===== config.mk =====
export PLATFORM = sky130hd
export DESIGN_NAME = joystick_axis_conditioner
export DESIGN_NICKNAME = d
export VERILOG_FILES = /design/src/rtl/jac_pkg.sv /design/src/rtl/joystick_axis_conditioner.sv /design/src/rtl/jac_ram.sv /design/src/rtl/jac_div.sv
export SDC_FILE = /design/constraint.sdc
export NUM_CORES = 2
export LEC_CHECK = 0
export ABC_CLOCK_PERIOD_IN_PS = 22400
export BUFFER_PORTS_ARGS = -buffer_cell sky130_fd_sc_hd__buf_2
export CAP_MARGIN = 10
export CORE_ASPECT_RATIO = 0.6
export CORE_MARGIN = 3
export CORE_UTILIZATION = 42
export DETAILED_ROUTE_END_ITERATION = 8
export SLEW_MARGIN = 15
export SYNTH_ARGS = -nofsm -noshare
export SYNTH_HDL_FRONTEND = slang
export SYNTH_HIERARCHICAL = 1
export SYNTH_SLANG_ARGS = --single-unit

===== constraint.sdc =====
create_clock -name i_clk -period 22.4 [get_ports i_clk]
set_clock_uncertainty 0.2 [all_clocks]
set_input_delay 2.24 -clock i_clk [delete_from_list [all_inputs] [get_ports i_clk]]
set_output_delay 2.24 -clock i_clk [all_outputs]
set_load 0.01 [all_outputs]

===== src/rtl/jac_pkg.sv =====
package jac_pkg;

    localparam int WINDOW_DEPTH = 8;
    localparam int SAMPLE_BITS  = 12;
    localparam int SLOT_BITS    = (WINDOW_DEPTH > 1) ? $clog2(WINDOW_DEPTH) : 1;
    localparam int CNT_BITS     = $clog2(WINDOW_DEPTH + 1);
    localparam int SUM_BITS     = SAMPLE_BITS + $clog2(WINDOW_DEPTH + 1);
    localparam int ADDR_BITS    = SLOT_BITS + 2;
    localparam int CFG_IDX_BITS = 3;
    localparam int CFG_DATA_BITS = 16;

    localparam logic [2:0] REG_FULL_SCALE = 3'd0;
    localparam logic [2:0] REG_JOY_DZ     = 3'd1;
    localparam logic [2:0] REG_TURN_DZ    = 3'd2;
    localparam logic [2:0] REG_SPEED_LO   = 3'd3;
    localparam logic [2:0] REG_SPEED_HI   = 3'd4;
    localparam logic [2:0] REG_INVERT     = 3'd5;

    localparam logic [11:0] FALLBACK_FULL_SCALE = 12'd4095;

    typedef struct packed {
        logic [11:0] sample_x;
        logic [11:0] sample_y;
        logic [11:0] sample_turn;
        logic [11:0] sample_speed;
    } t_in_word;

    typedef struct packed {
        logic signed [15:0] axis_x;
        logic signed [15:0] axis_y;
        logic signed [15:0] axis_turn;
        logic [15:0]        speed_limit;
    } t_out_word;

    // divider request / response
    typedef struct packed {
        logic        start;
        logic [31:0] dividend;
        logic [16:0] divisor;
    } t_div_req;

    typedef struct packed {
        logic        done;
        logic [31:0] quotient;
    } t_div_rsp;

endpackage


===== src/rtl/joystick_axis_conditioner.sv =====
// channel | valid   | stall   | payload
// in      | i_valid | o_stall | i_word (jac_pkg::t_in_word)
// out     | o_valid | i_stall | o_word (jac_pkg::t_out_word)
// cfg     | i_cfg_we| -       | i_cfg_index, i_cfg_data
// One word at a time: each channel's sample is read from and written back to
// the sample memory, then up to eleven divisions run on the shared restoring
// divider, fewer when axes fall inside the deadzone. The divider loop sets the
// rate, and a finished word still waiting for the receiver can hold it too.
// Reset is synchronous, active low; the sample memory needs no clearing since
// a slot is only read once written. A finished word waits in the output
// register; a new word is taken while it waits, and its result holds until
// the old one is taken.
module joystick_axis_conditioner (
    input  logic                 i_clk,
    input  logic                 i_rst_n,
    input  logic                 i_valid,
    output logic                 o_stall,
    input  jac_pkg::t_in_word    i_word,
    output logic                 o_valid,
    input  logic                 i_stall,
    output jac_pkg::t_out_word   o_word,
    input  logic                 i_cfg_we,
    input  logic [jac_pkg::CFG_IDX_BITS-1:0]  i_cfg_index,
    input  logic [jac_pkg::CFG_DATA_BITS-1:0] i_cfg_data
);
    import jac_pkg::*;

    localparam logic [3:0] S_IDLE = 4'd0, S_RD = 4'd1, S_UPD = 4'd2,
                           S_AVG = 4'd3, S_AVGW = 4'd4, S_CEN = 4'd5,
                           S_CENW = 4'd6, S_DZ = 4'd7, S_DZW = 4'd8,
                           S_SPD = 4'd9, S_SPDW = 4'd10, S_FIN = 4'd11,
                           S_OUT = 4'd12;

    // configuration
    logic [11:0] r_fs; logic [14:0] r_jdz, r_tdz;
    logic [15:0] r_slo, r_shi; logic [2:0] r_inv;

    always_ff @(posedge i_clk) begin
        if (!i_rst_n) begin
            r_fs <= 12'd4095; r_jdz <= '0; r_tdz <= '0;
            r_slo <= '0; r_shi <= 16'hFFFF; r_inv <= '0;
        end else if (i_cfg_we) begin
            unique case (i_cfg_index)
                REG_FULL_SCALE: r_fs  <= i_cfg_data[11:0];
                REG_JOY_DZ:     r_jdz <= i_cfg_data[14:0];
                REG_TURN_DZ:    r_tdz <= i_cfg_data[14:0];
                REG_SPEED_LO:   r_slo <= i_cfg_data;
                REG_SPEED_HI:   r_shi <= i_cfg_data;
                REG_INVERT:     r_inv <= i_cfg_data[2:0];
                default: ;
            endcase
        end
    end

    logic [3:0]  r_st, n_st;
    logic [1:0]  r_ch;
    logic [SLOT_BITS-1:0] r_slot;
    logic        r_full;
    t_in_word    r_in;
    logic [SUM_BITS-1:0] r_sum [0:3];
    logic [SAMPLE_BITS-1:0] r_avg [0:3];
    logic signed [16:0] r_v;
    logic        r_neg;
    logic [15:0] r_res [0:3];
    logic        r_ov;
    t_out_word   r_ow;

    logic [SAMPLE_BITS-1:0] smp, old;
    logic [ADDR_BITS-1:0] addr;
    t_div_req    dreq;
    t_div_rsp    drsp;

    always_comb begin
        unique case (r_ch)
            2'd0: smp = r_in.sample_x[SAMPLE_BITS-1:0];
            2'd1: smp = r_in.sample_y[SAMPLE_BITS-1:0];
            2'd2: smp = r_in.sample_turn[SAMPLE_BITS-1:0];
            default: smp = r_in.sample_speed[SAMPLE_BITS-1:0];
        endcase
    end

    assign addr = {r_ch, r_slot};

    jac_ram #(.AW(ADDR_BITS), .DW(SAMPLE_BITS)) u_ram (
        .i_clk(i_clk), .i_we(r_st == S_UPD), .i_waddr(addr), .i_wdata(smp),
        .i_raddr(addr), .o_rdata(old));

    jac_div u_div (.i_clk(i_clk), .i_rst_n(i_rst_n), .i_req(dreq), .o_rsp(drsp));

    // derived values
    logic [11:0] full, half;
    logic [CNT_BITS-1:0] cnt;
    logic [15:0] hi;
    logic [14:0] dz;
    logic signed [13:0] diff;
    logic [12:0] mag;
    logic [16:0] vmag;
    logic [16:0] qc;
    logic signed [17:0] fin;
    assign full = (r_fs < 12'd2) ? FALLBACK_FULL_SCALE : r_fs;
    assign half = {1'b0, full[11:1]};
    assign cnt  = r_full ? CNT_BITS'(WINDOW_DEPTH) : CNT_BITS'({1'b0, r_slot} + 1);
    assign hi   = (r_shi < r_slo) ? r_slo : r_shi;
    assign dz   = (r_ch == 2'd2) ? r_tdz : r_jdz;
    assign diff = $signed({2'b0, r_avg[r_ch]}) - $signed({2'b0, half});
    assign mag  = diff[13] ? 13'(-diff) : 13'(diff);
    assign vmag = r_v[16] ? 17'(-r_v) : 17'(r_v);
    assign qc   = (drsp.quotient > 32'd32768) ? 17'd32768 : drsp.quotient[16:0];

    always_comb begin
        dreq = '0;
        n_st = r_st;
        unique case (r_st)
            S_IDLE:  if (i_valid && !o_stall) n_st = S_RD;
            S_RD:    n_st = S_UPD;
            S_UPD:   n_st = (r_ch == 2'd3) ? S_AVG : S_RD;
            S_AVG: begin
                dreq.start = 1'b1;
                dreq.dividend = 32'(r_sum[r_ch]);
                dreq.divisor = 17'(cnt);
                n_st = S_AVGW;
            end
            S_AVGW:  if (drsp.done) n_st = (r_ch == 2'd3) ? S_CEN : S_AVG;
            S_CEN: begin
                if (r_ch == 2'd3) n_st = S_SPD;
                else begin
                    dreq.start = 1'b1;
                    dreq.dividend = {4'd0, mag, 15'd0};
                    dreq.divisor = {5'd0, half};
                    n_st = S_CENW;
                end
            end
            S_CENW:  if (drsp.done) n_st = S_DZ;
            S_DZ: begin
                if (vmag < {2'b0, dz}) n_st = S_FIN;
                else begin
                    dreq.start = 1'b1;
                    dreq.dividend = 32'(vmag - {2'b0, dz}) << 15;
                    dreq.divisor = 17'd32768 - {2'b0, dz};
                    n_st = S_DZW;
                end
            end
            S_DZW:   if (drsp.done) n_st = S_FIN;
            S_FIN:   n_st = S_CEN;
            S_SPD: begin
                dreq.start = 1'b1;
                dreq.dividend = 32'(r_avg[3]) * 32'(hi - r_slo);
                dreq.divisor = {5'd0, full};
                n_st = S_SPDW;
            end
            S_SPDW:  if (drsp.done) n_st = S_OUT;
            S_OUT:   if (!r_ov) n_st = S_IDLE;
            default: n_st = S_IDLE;
        endcase
    end

    assign o_stall = (r_st != S_IDLE);
    assign o_valid = r_ov;
    assign o_word  = r_ow;

    logic signed [17:0] vneg;
    logic [32:0] sp;
    assign vneg = r_neg ? -$signed({r_v[16], r_v}) : $signed({r_v[16], r_v});
    assign fin  = (vneg > 18'sd32767) ? 18'sd32767 :
                  (vneg < -18'sd32767) ? -18'sd32767 : vneg;
    assign sp   = {17'd0, r_slo} + {1'b0, drsp.quotient};

    always_ff @(posedge i_clk) begin
        if (!i_rst_n) begin
            r_st <= S_IDLE; r_ch <= '0; r_slot <= '0; r_full <= 1'b0; r_ov <= 1'b0;
            for (int k = 0; k < 4; k++) r_sum[k] <= '0;
        end else begin
            r_st <= n_st;
            if (r_ov && !i_stall) r_ov <= 1'b0;
            unique case (r_st)
                S_IDLE: if (i_valid && !o_stall) begin
                    r_in <= i_word; r_ch <= 2'd0;
                end
                S_UPD: begin
                    // drop the slot's old sample once the window is full
                    r_sum[r_ch] <= r_sum[r_ch] - (r_full ? SUM_BITS'(old) : '0)
                                   + SUM_BITS'(smp);
                    r_ch <= r_ch + 2'd1;
                end
                S_AVGW: if (drsp.done) begin
                    r_avg[r_ch] <= SAMPLE_BITS'(drsp.quotient);
                    r_ch <= r_ch + 2'd1;
                    if (r_ch == 2'd3) begin
                        r_slot <= (r_slot == SLOT_BITS'(WINDOW_DEPTH - 1)) ? '0
                                  : r_slot + 1'b1;
                        if (r_slot == SLOT_BITS'(WINDOW_DEPTH - 1)) r_full <= 1'b1;
                    end
                end
                S_CEN: begin
                    if (r_ch != 2'd3) r_neg <= r_inv[r_ch];
                end
                S_CENW: if (drsp.done)
                    r_v <= diff[13] ? -$signed(qc) : $signed(qc);
                S_DZ: if (vmag < {2'b0, dz}) r_v <= '0;
                S_DZW: if (drsp.done)
                    r_v <= r_v[16] ? -$signed(drsp.quotient[16:0])
                                   : $signed(drsp.quotient[16:0]);
                S_FIN: begin
                    r_res[r_ch] <= fin[15:0];
                    r_ch <= r_ch + 2'd1;
                end
                S_OUT: if (!r_ov) begin
                    r_ov <= 1'b1;
                    r_ow.axis_x <= r_res[0];
                    r_ow.axis_y <= r_res[1];
                    r_ow.axis_turn <= r_res[2];
                    r_ow.speed_limit <= r_res[3];
                end
                S_SPDW: if (drsp.done)
                    r_res[3] <= (sp > {17'd0, hi}) ? hi : sp[15:0];
                default: ;
            endcase
        end
    end
endmodule


===== src/rtl/jac_ram.sv =====
module jac_ram #(
    parameter int AW = 5,
    parameter int DW = 12
) (
    input  logic          i_clk,
    input  logic          i_we,
    input  logic [AW-1:0] i_waddr,
    input  logic [DW-1:0] i_wdata,
    input  logic [AW-1:0] i_raddr,
    output logic [DW-1:0] o_rdata
);
    logic [DW-1:0] r_mem [0:(1<<AW)-1];

    always_ff @(posedge i_clk) begin
        if (i_we) r_mem[i_waddr] <= i_wdata;
        o_rdata <= r_mem[i_raddr];
    end
endmodule


===== src/rtl/jac_div.sv =====
module jac_div (
    input  logic                  i_clk,
    input  logic                  i_rst_n,
    input  jac_pkg::t_div_req     i_req,
    output jac_pkg::t_div_rsp     o_rsp
);
    import jac_pkg::*;

    logic [31:0] r_q, n_q;
    logic [16:0] r_rem, n_rem;
    logic [16:0] r_den, n_den;
    logic [5:0]  r_cnt, n_cnt;
    logic        r_busy, n_busy, r_done, n_done;
    logic [17:0] trial;

    always_comb begin
        n_q = r_q; n_rem = r_rem; n_den = r_den; n_cnt = r_cnt;
        n_busy = r_busy; n_done = 1'b0;
        trial = {r_rem, r_q[31]} - {1'b0, r_den};
        if (i_req.start) begin
            n_q = i_req.dividend; n_rem = '0; n_den = i_req.divisor;
            n_cnt = 6'd0; n_busy = 1'b1;
        end else if (r_busy) begin
            // one quotient bit per cycle, restoring
            if (!trial[17]) begin
                n_rem = trial[16:0];
                n_q   = {r_q[30:0], 1'b1};
            end else begin
                n_rem = {r_rem[15:0], r_q[31]};
                n_q   = {r_q[30:0], 1'b0};
            end
            n_cnt = r_cnt + 6'd1;
            if (r_cnt == 6'd31) begin
                n_busy = 1'b0; n_done = 1'b1;
            end
        end
    end

    always_ff @(posedge i_clk) begin
        if (!i_rst_n) begin
            r_busy <= 1'b0; r_done <= 1'b0;
        end else begin
            r_busy <= n_busy; r_done <= n_done;
        end
        r_q <= n_q; r_rem <= n_rem; r_den <= n_den; r_cnt <= n_cnt;
    end

    assign o_rsp.done     = r_done;
    assign o_rsp.quotient = r_q;
endmodule


* After elaboration in Yosys (flattened, before gate mapping)
Memory sizes are Yosys's and may differ from the RTL's. A register that Yosys moved wholly into a read port is not among the register bits.
Index checks and enable logic that the tools add are counted.
** Word-level totals
- Input bits :: 72
- Register bits :: 228
- Word-level logic and storage cells :: 190
- Memory bits (writable) :: 560
- Memories :: 4
** Cells by class
- Add/sub/neg operators :: 17
- $mul :: 1
- Equal/unequal tests :: 30
- Magnitude comparators :: 8
- Reductions and logical operators :: 29
- Bitwise logic cells :: 3
- Mux-type cells :: 75
** Memory list
- u_ram.r_mem :: words 32, bits a word 12, read ports 1, clocked after Yosys merged registers in 1, wr ports 1, RTL line jac_ram.sv:12 : logic [DW-1:0] r_mem [0:(1<<AW)-1];
- r_res :: words 4, bits a word 16, read ports 4, clocked after Yosys merged registers in 4, wr ports 1, RTL line joystick_axis_conditioner.sv:64 : logic [15:0] r_res [0:3];
- r_sum :: words 4, bits a word 16, read ports 1, clocked after Yosys merged registers in 1, wr ports 4, RTL line joystick_axis_conditioner.sv:60 : logic [SUM_BITS-1:0] r_sum [0:3];
- r_avg :: words 4, bits a word 12, read ports 2, clocked after Yosys merged registers in 1, wr ports 1, RTL line joystick_axis_conditioner.sv:61 : logic [SAMPLE_BITS-1:0] r_avg [0:3];
** Operators by type and width (count)
- $pmux 50 s4 :: 1
- $mux 17 :: 8
- $mux 50 :: 2
- $mux 16 :: 6
- $mux 32 :: 2
- $pmux 4 s13 :: 1
- $neg 17->17 :: 3
- $pmux 17 s3 :: 1
- $pmux 12 s3 :: 1
- $add 16x32->33 :: 1
- $gt 33x16->1 :: 1
- $gt 32x16->1 const B :: 1
- $mux 4 :: 8
- $reduce_or 16->1 :: 2
- $mul 13x17->30 :: 1
- $mux 1 :: 26
- $mux 12 :: 2
- $eq 4x4->1 const B :: 5
- $mux 2 :: 10
- $gt 18x16->1 const B :: 1
- $lt 18x16->1 const B :: 1
- $mux 18 :: 1
- $neg 17->18 :: 1
- $sub 18x17->18 :: 1
- other kinds (47) :: 76

* Logic depth before layout (Yosys ltp)
- Depth after elaboration :: 8
- Depth in mapped cells :: 46
- Mapped depth without buffers :: 44

* Hierarchy
The synthesis kept the hierarchy.
** Modules (own cells, without submodules)
- joystick_axis_conditioner :: cells an instance 3065, times used 1, area each 30132.6 µm²
- jac_ram :: cells an instance 868, times used 1, area each 15468.6 µm²
- jac_div :: cells an instance 324, times used 1, area each 3796.1 µm²

* Least setup slack after synthesis
No wires, ideal clock.
- Path type :: register -> register
- Start :: reg r_slo[1]
- End :: reg u_div.r_q[26] (data pin)
- Cell stages (with the launch flop) :: 43
- Arrival :: 9.893 ns
- Period minus slack after synthesis :: 10.352 ns
- Data required time :: 21.940 ns
- Library setup time :: 0.260 ns
- Path slack :: 12.048 ns
- Path through :: dfxtp_1 inv_1 ha_1 a21o_1 a21oi_1 nor2b_1 o211ai_1 a21oi_1 a21oi_1 clkbuf_1 mux2_2 inv_1 ha_1 inv_1 fa_1 a21o_1 a21o_1 a21oi_1 [7 not listed] nand2_1 fa_1 fa_1 inv_1 fa_1 fa_1 inv_1 fa_1 inv_1 ha_1 nand2_1 nor2_1 nand3_1 a311oi_1 nand2_1 a211o_1 a221o_1 mux2_2
** RTL lines
- start: declaration :: RTL line joystick_axis_conditioner.sv:36 : logic [15:0] r_slo, r_shi; logic [2:0] r_inv;
- start signal: assignment :: RTL line joystick_axis_conditioner.sv:47 : REG_SPEED_LO: r_slo <= i_cfg_data;
- end signal: assignment :: RTL line jac_div.sv:45 : r_q <= n_q; r_rem <= n_rem; r_den <= n_den; r_cnt <= n_cnt;
- end: declaration :: RTL line jac_div.sv:9 : logic [31:0] r_q, n_q;

==> results.sh <==
export IMPL_status="finished, final reports clean"
export IMPL_cts_setup_buffers=0
export IMPL_post_route_period_util_pct=47.6
export IMPL_multi_input_area_um2=22500
export IMPL_max_stage_delay_ns=0.53
export IMPL_drv_cap=0
export IMPL_drv_slew=0
export IMPL_crit_path_start_kind="register"
export IMPL_dp_cells=5870
export IMPL_grt_pass1_vias=32300
export IMPL_finalHoldViolCount=0
export IMPL_dp_hpwl_mm=103
export IMPL_netlist_instances=4257
export IMPL_ir_drop_v=0.000335
export IMPL_clkSlewWorstSetupHoldPaths_ns=0.06
export IMPL_io_buffers=137
export IMPL_instances_no_fill=6038
export IMPL_power_density_nw_per_um2=131
export IMPL_synth_nets=4739
export IMPL_nets=4875
export IMPL_drt_wirelength_per_cell_um=23.6
export IMPL_drt_iter0_drc=3804
export IMPL_seqCellArea_um2=24700
export IMPL_ant_nets=0
export IMPL_cts_resized=0
export IMPL_power_mw=7.21
export IMPL_core_area_um2=116000
export IMPL_rsz0062_at_grt="false"
export IMPL_leakage_nw=20.5
export IMPL_initial_utilization_pct=42.7
export IMPL_die_area_um2=122000
export IMPL_grtUsageTotal_pct=23.2
export IMPL_io_pins=138
export IMPL_cp_arrival_ns=10.86
export IMPL_syn2layout_area_growth_pct=11.5
export IMPL_ys_warn_count=6
export IMPL_std_cell_rows=96
export IMPL_cts_made_buffers=88
export IMPL_synth_edf_count=739
export IMPL_syn_avg_cell_area_um2=11.6
export IMPL_drcViolationCount=0
export IMPL_synthTopCellsByArea="edfxtp_1 (45%), fa_1 (8.3%), mux2i_1 (5.3%), ha_1 (5.2%), dfxtp_1 (5.1%)"
export IMPL_die_x_um=449
export IMPL_place_gp_congestion=0.951
export IMPL_cts_sinks=866
export IMPL_routed_via_density=5.61
export IMPL_synth_area_um2=49400
export IMPL_cts_root_buffer="clkbuf_16"
export IMPL_synth_seq_area_share_pct=50.1
export IMPL_min_period_ns=10.66
export IMPL_firstDrtPassIters=5
export IMPL_die_h_um=272
export IMPL_worstSkewPairLatency_ns=0.67
export IMPL_vias=33900
export IMPL_grt_remaining_overflow=0
export IMPL_relSlewSlack_pct=13.7
export IMPL_synth_top_area_share_pct=44.9
export IMPL_worstPathMaxFanout=15
export IMPL_crit_type="reg -> reg"
export IMPL_tightest_slew_ns=1.26
export IMPL_async_reset_ff_share_pct=0
export IMPL_antenna_found_initial=8
export IMPL_grt_max_degree=90
export IMPL_fillers=10400
export IMPL_cts_tree="yes"
export IMPL_synthFlopType="edfxtp_1"
export IMPL_min_path_type="reg -> reg"
export IMPL_fmax_mhz=93.8
export IMPL_htreeDepth=3
export IMPL_yosysTopAreaCell="edfxtp_1"
export IMPL_drive_gt1_share_pct=11.4
export IMPL_worstSetupEndpointType="register"
export IMPL_grt_pass1_wl_mm=212
export IMPL_tns_ns=0
export IMPL_setup_viol_count_final=0
export IMPL_crit_required_ns=22.59
export IMPL_final_util_pct=47.7
export IMPL_hold_buffers=0
export IMPL_clockBufferDepth=3
export IMPL_crit_slowest_cell="fa_1"
export IMPL_holdWs_ns=0.217
export IMPL_synth_cell_types=94
export IMPL_routed_wl_mm=142
export IMPL_synth_seq_cells=866
report_power, final:
group / internal, mW / total (mW) / switching [mW]
Sequential: 1.93 / 2.01 / 0.0807
Combinational: 1.37 / 3.69 / 2.31
Clock: 0.875 / 1.51 / 0.635
Total: 4.18 / 7.21 / 3.03
cells in the mapped netlist, types with 16 or more instances:
library cell and number:
a211oi_1 17, a21boi_0 49, a21o_1 41, a21oi_1 194, a22o_1 35, a22oi_1 55, a31oi_1 25, and2_1 114
and3_1 16, buf_2 20, clkbuf_1 137, dfxtp_1 127, edfxtp_1 739, fa_1 205, ha_1 205, inv_1 381
mux2_2 38, mux2i_1 261, mux4_2 28, nand2_1 449, nand2b_1 42, nand3_1 104, nand4_1 32, nor2_1 233
nor2b_1 45, nor3_1 64, o21a_1 23, o21ai_0 118, o22ai_1 17, o31ai_1 16, or3_1 21, xnor2_1 95
xor2_1 61
layer usage:
layer | GRT usage [%] | up-vias | share of wire [%]
met4 | 4.12 | 0 | 1.5
met3 | 10.0 | 141 | 14
li1 | - | 15500 | -
met5 | 0 | - | 0
met1 | 37.7 | 16700 | 49
met2 | 27.3 | 1525 | 35
cells in the final DEF (no fill, tap or decap), drive strengths merged, types with 13 or more instances in the layout:
| master | instances |
|---|---|
| clkbuf | 116 |
| a21o | 41 |
| or2 | 15 |
| and3 | 16 |
| nor2b | 45 |
| xor2 | 61 |
| clkinv | 28 |
| o211ai | 15 |
| nand3 | 105 |
| a22oi | 55 |
| xnor2 | 95 |
| mux4 | 28 |
| buf | 238 |
| o21ai | 124 |
| nand4 | 33 |
| and2 | 115 |
| a31oi | 25 |
| a22o | 35 |
| dfxtp | 127 |
| nand2b | 42 |
| mux2 | 38 |
| nor2 | 235 |
| a222oi | 13 |
| fa | 205 |
| o22ai | 17 |
| inv | 387 |
| edfxtp | 739 |
| a211oi | 17 |
| a21boi | 49 |
| or3 | 23 |
| a21oi | 195 |
| ha | 205 |
| nand2 | 449 |
| o21a | 23 |
| o31ai | 16 |
| mux2i | 261 |
| nor3 | 64 |
registers in the layout (all words and copies together), names as in the netlist, 2 cells and up, named ones only:
| name | cells |
|---|---|
| o_word | 64 |
| r_avg | 48 |
| r_ch | 2 |
| r_fs | 12 |
| r_in | 48 |
| r_inv | 3 |
| r_jdz | 15 |
| r_res | 64 |
| r_shi | 16 |
| r_slo | 16 |
| r_slot | 3 |
| r_st | 4 |
| r_sum | 64 |
| r_tdz | 15 |
| r_v | 17 |
| u_div/r_cnt | 6 |
| u_div/r_den | 17 |
| u_div/r_q | 32 |
| u_div/r_rem | 17 |
| u_ram/o_rdata | 12 |
| u_ram/r_mem | 384 |
final timing paths:
kind | depth (start not counted) | to | from | slack, ns
hold / removal | 0 | o_word[12] | r_res[3][12] | 0.22
hold reg to reg | 0 | o_word[12] | r_res[3][12] | 0.22
setup reg to reg | 42 | u_div/r_q[26] | r_slo[1] | 11.74
setup / recovery | 42 | u_div/r_q[26] | r_slo[1] | 11.74
through the flow:
step,setup WS (ns),instance area (um^2)
floorplan,12.05,49400
global placement,11.91,52100
detailed placement,11.84,52100
CTS,11.77,55000
global route,11.19,55100
finish,11.74,55100
cells by family after synthesis:
logic type / Yosys count / synth area share, %
AOI/OAI and AO/OA: 725 / 9.76
xor gates and xnor gates: 156 / 2.77
adders and majority gates: 411 / 13.5
buffers and inverters: 576 / 4.94
DFF: 866 / 50.1
muxes: 327 / 7.43
other: 1 / 0.00759
and+or+nand+nor: 1195 / 11.5
final cells by class:
| class | count | area share [%] |
|---|---|---|
| Timing Repair Buffer | 239 | 2.64 |
| Inverter | 383 | 2.61 |
| Clock inverter | 48 | 1.00 |
| Sequential cell | 866 | 44.9 |
| Clock buffer | 115 | 4.35 |
| Antenna cell | 4 | 0.0182 |
| Multi-Input combinational cell | 2815 | 40.9 |
| Tap cell | 1568 | 3.56 |
worst max-delay path, delay by kind of cell, from the launching register on:
kind	cells	cell delay, ns
xor+xnor	1	0.08
simple gates	5	0.58
buf+inv	7	0.85
flops	1	0.43
fa+ha+maj	8	3.65
mux	2	0.69
compound gates	19	3.91
(Power assumes the default switching activity.)
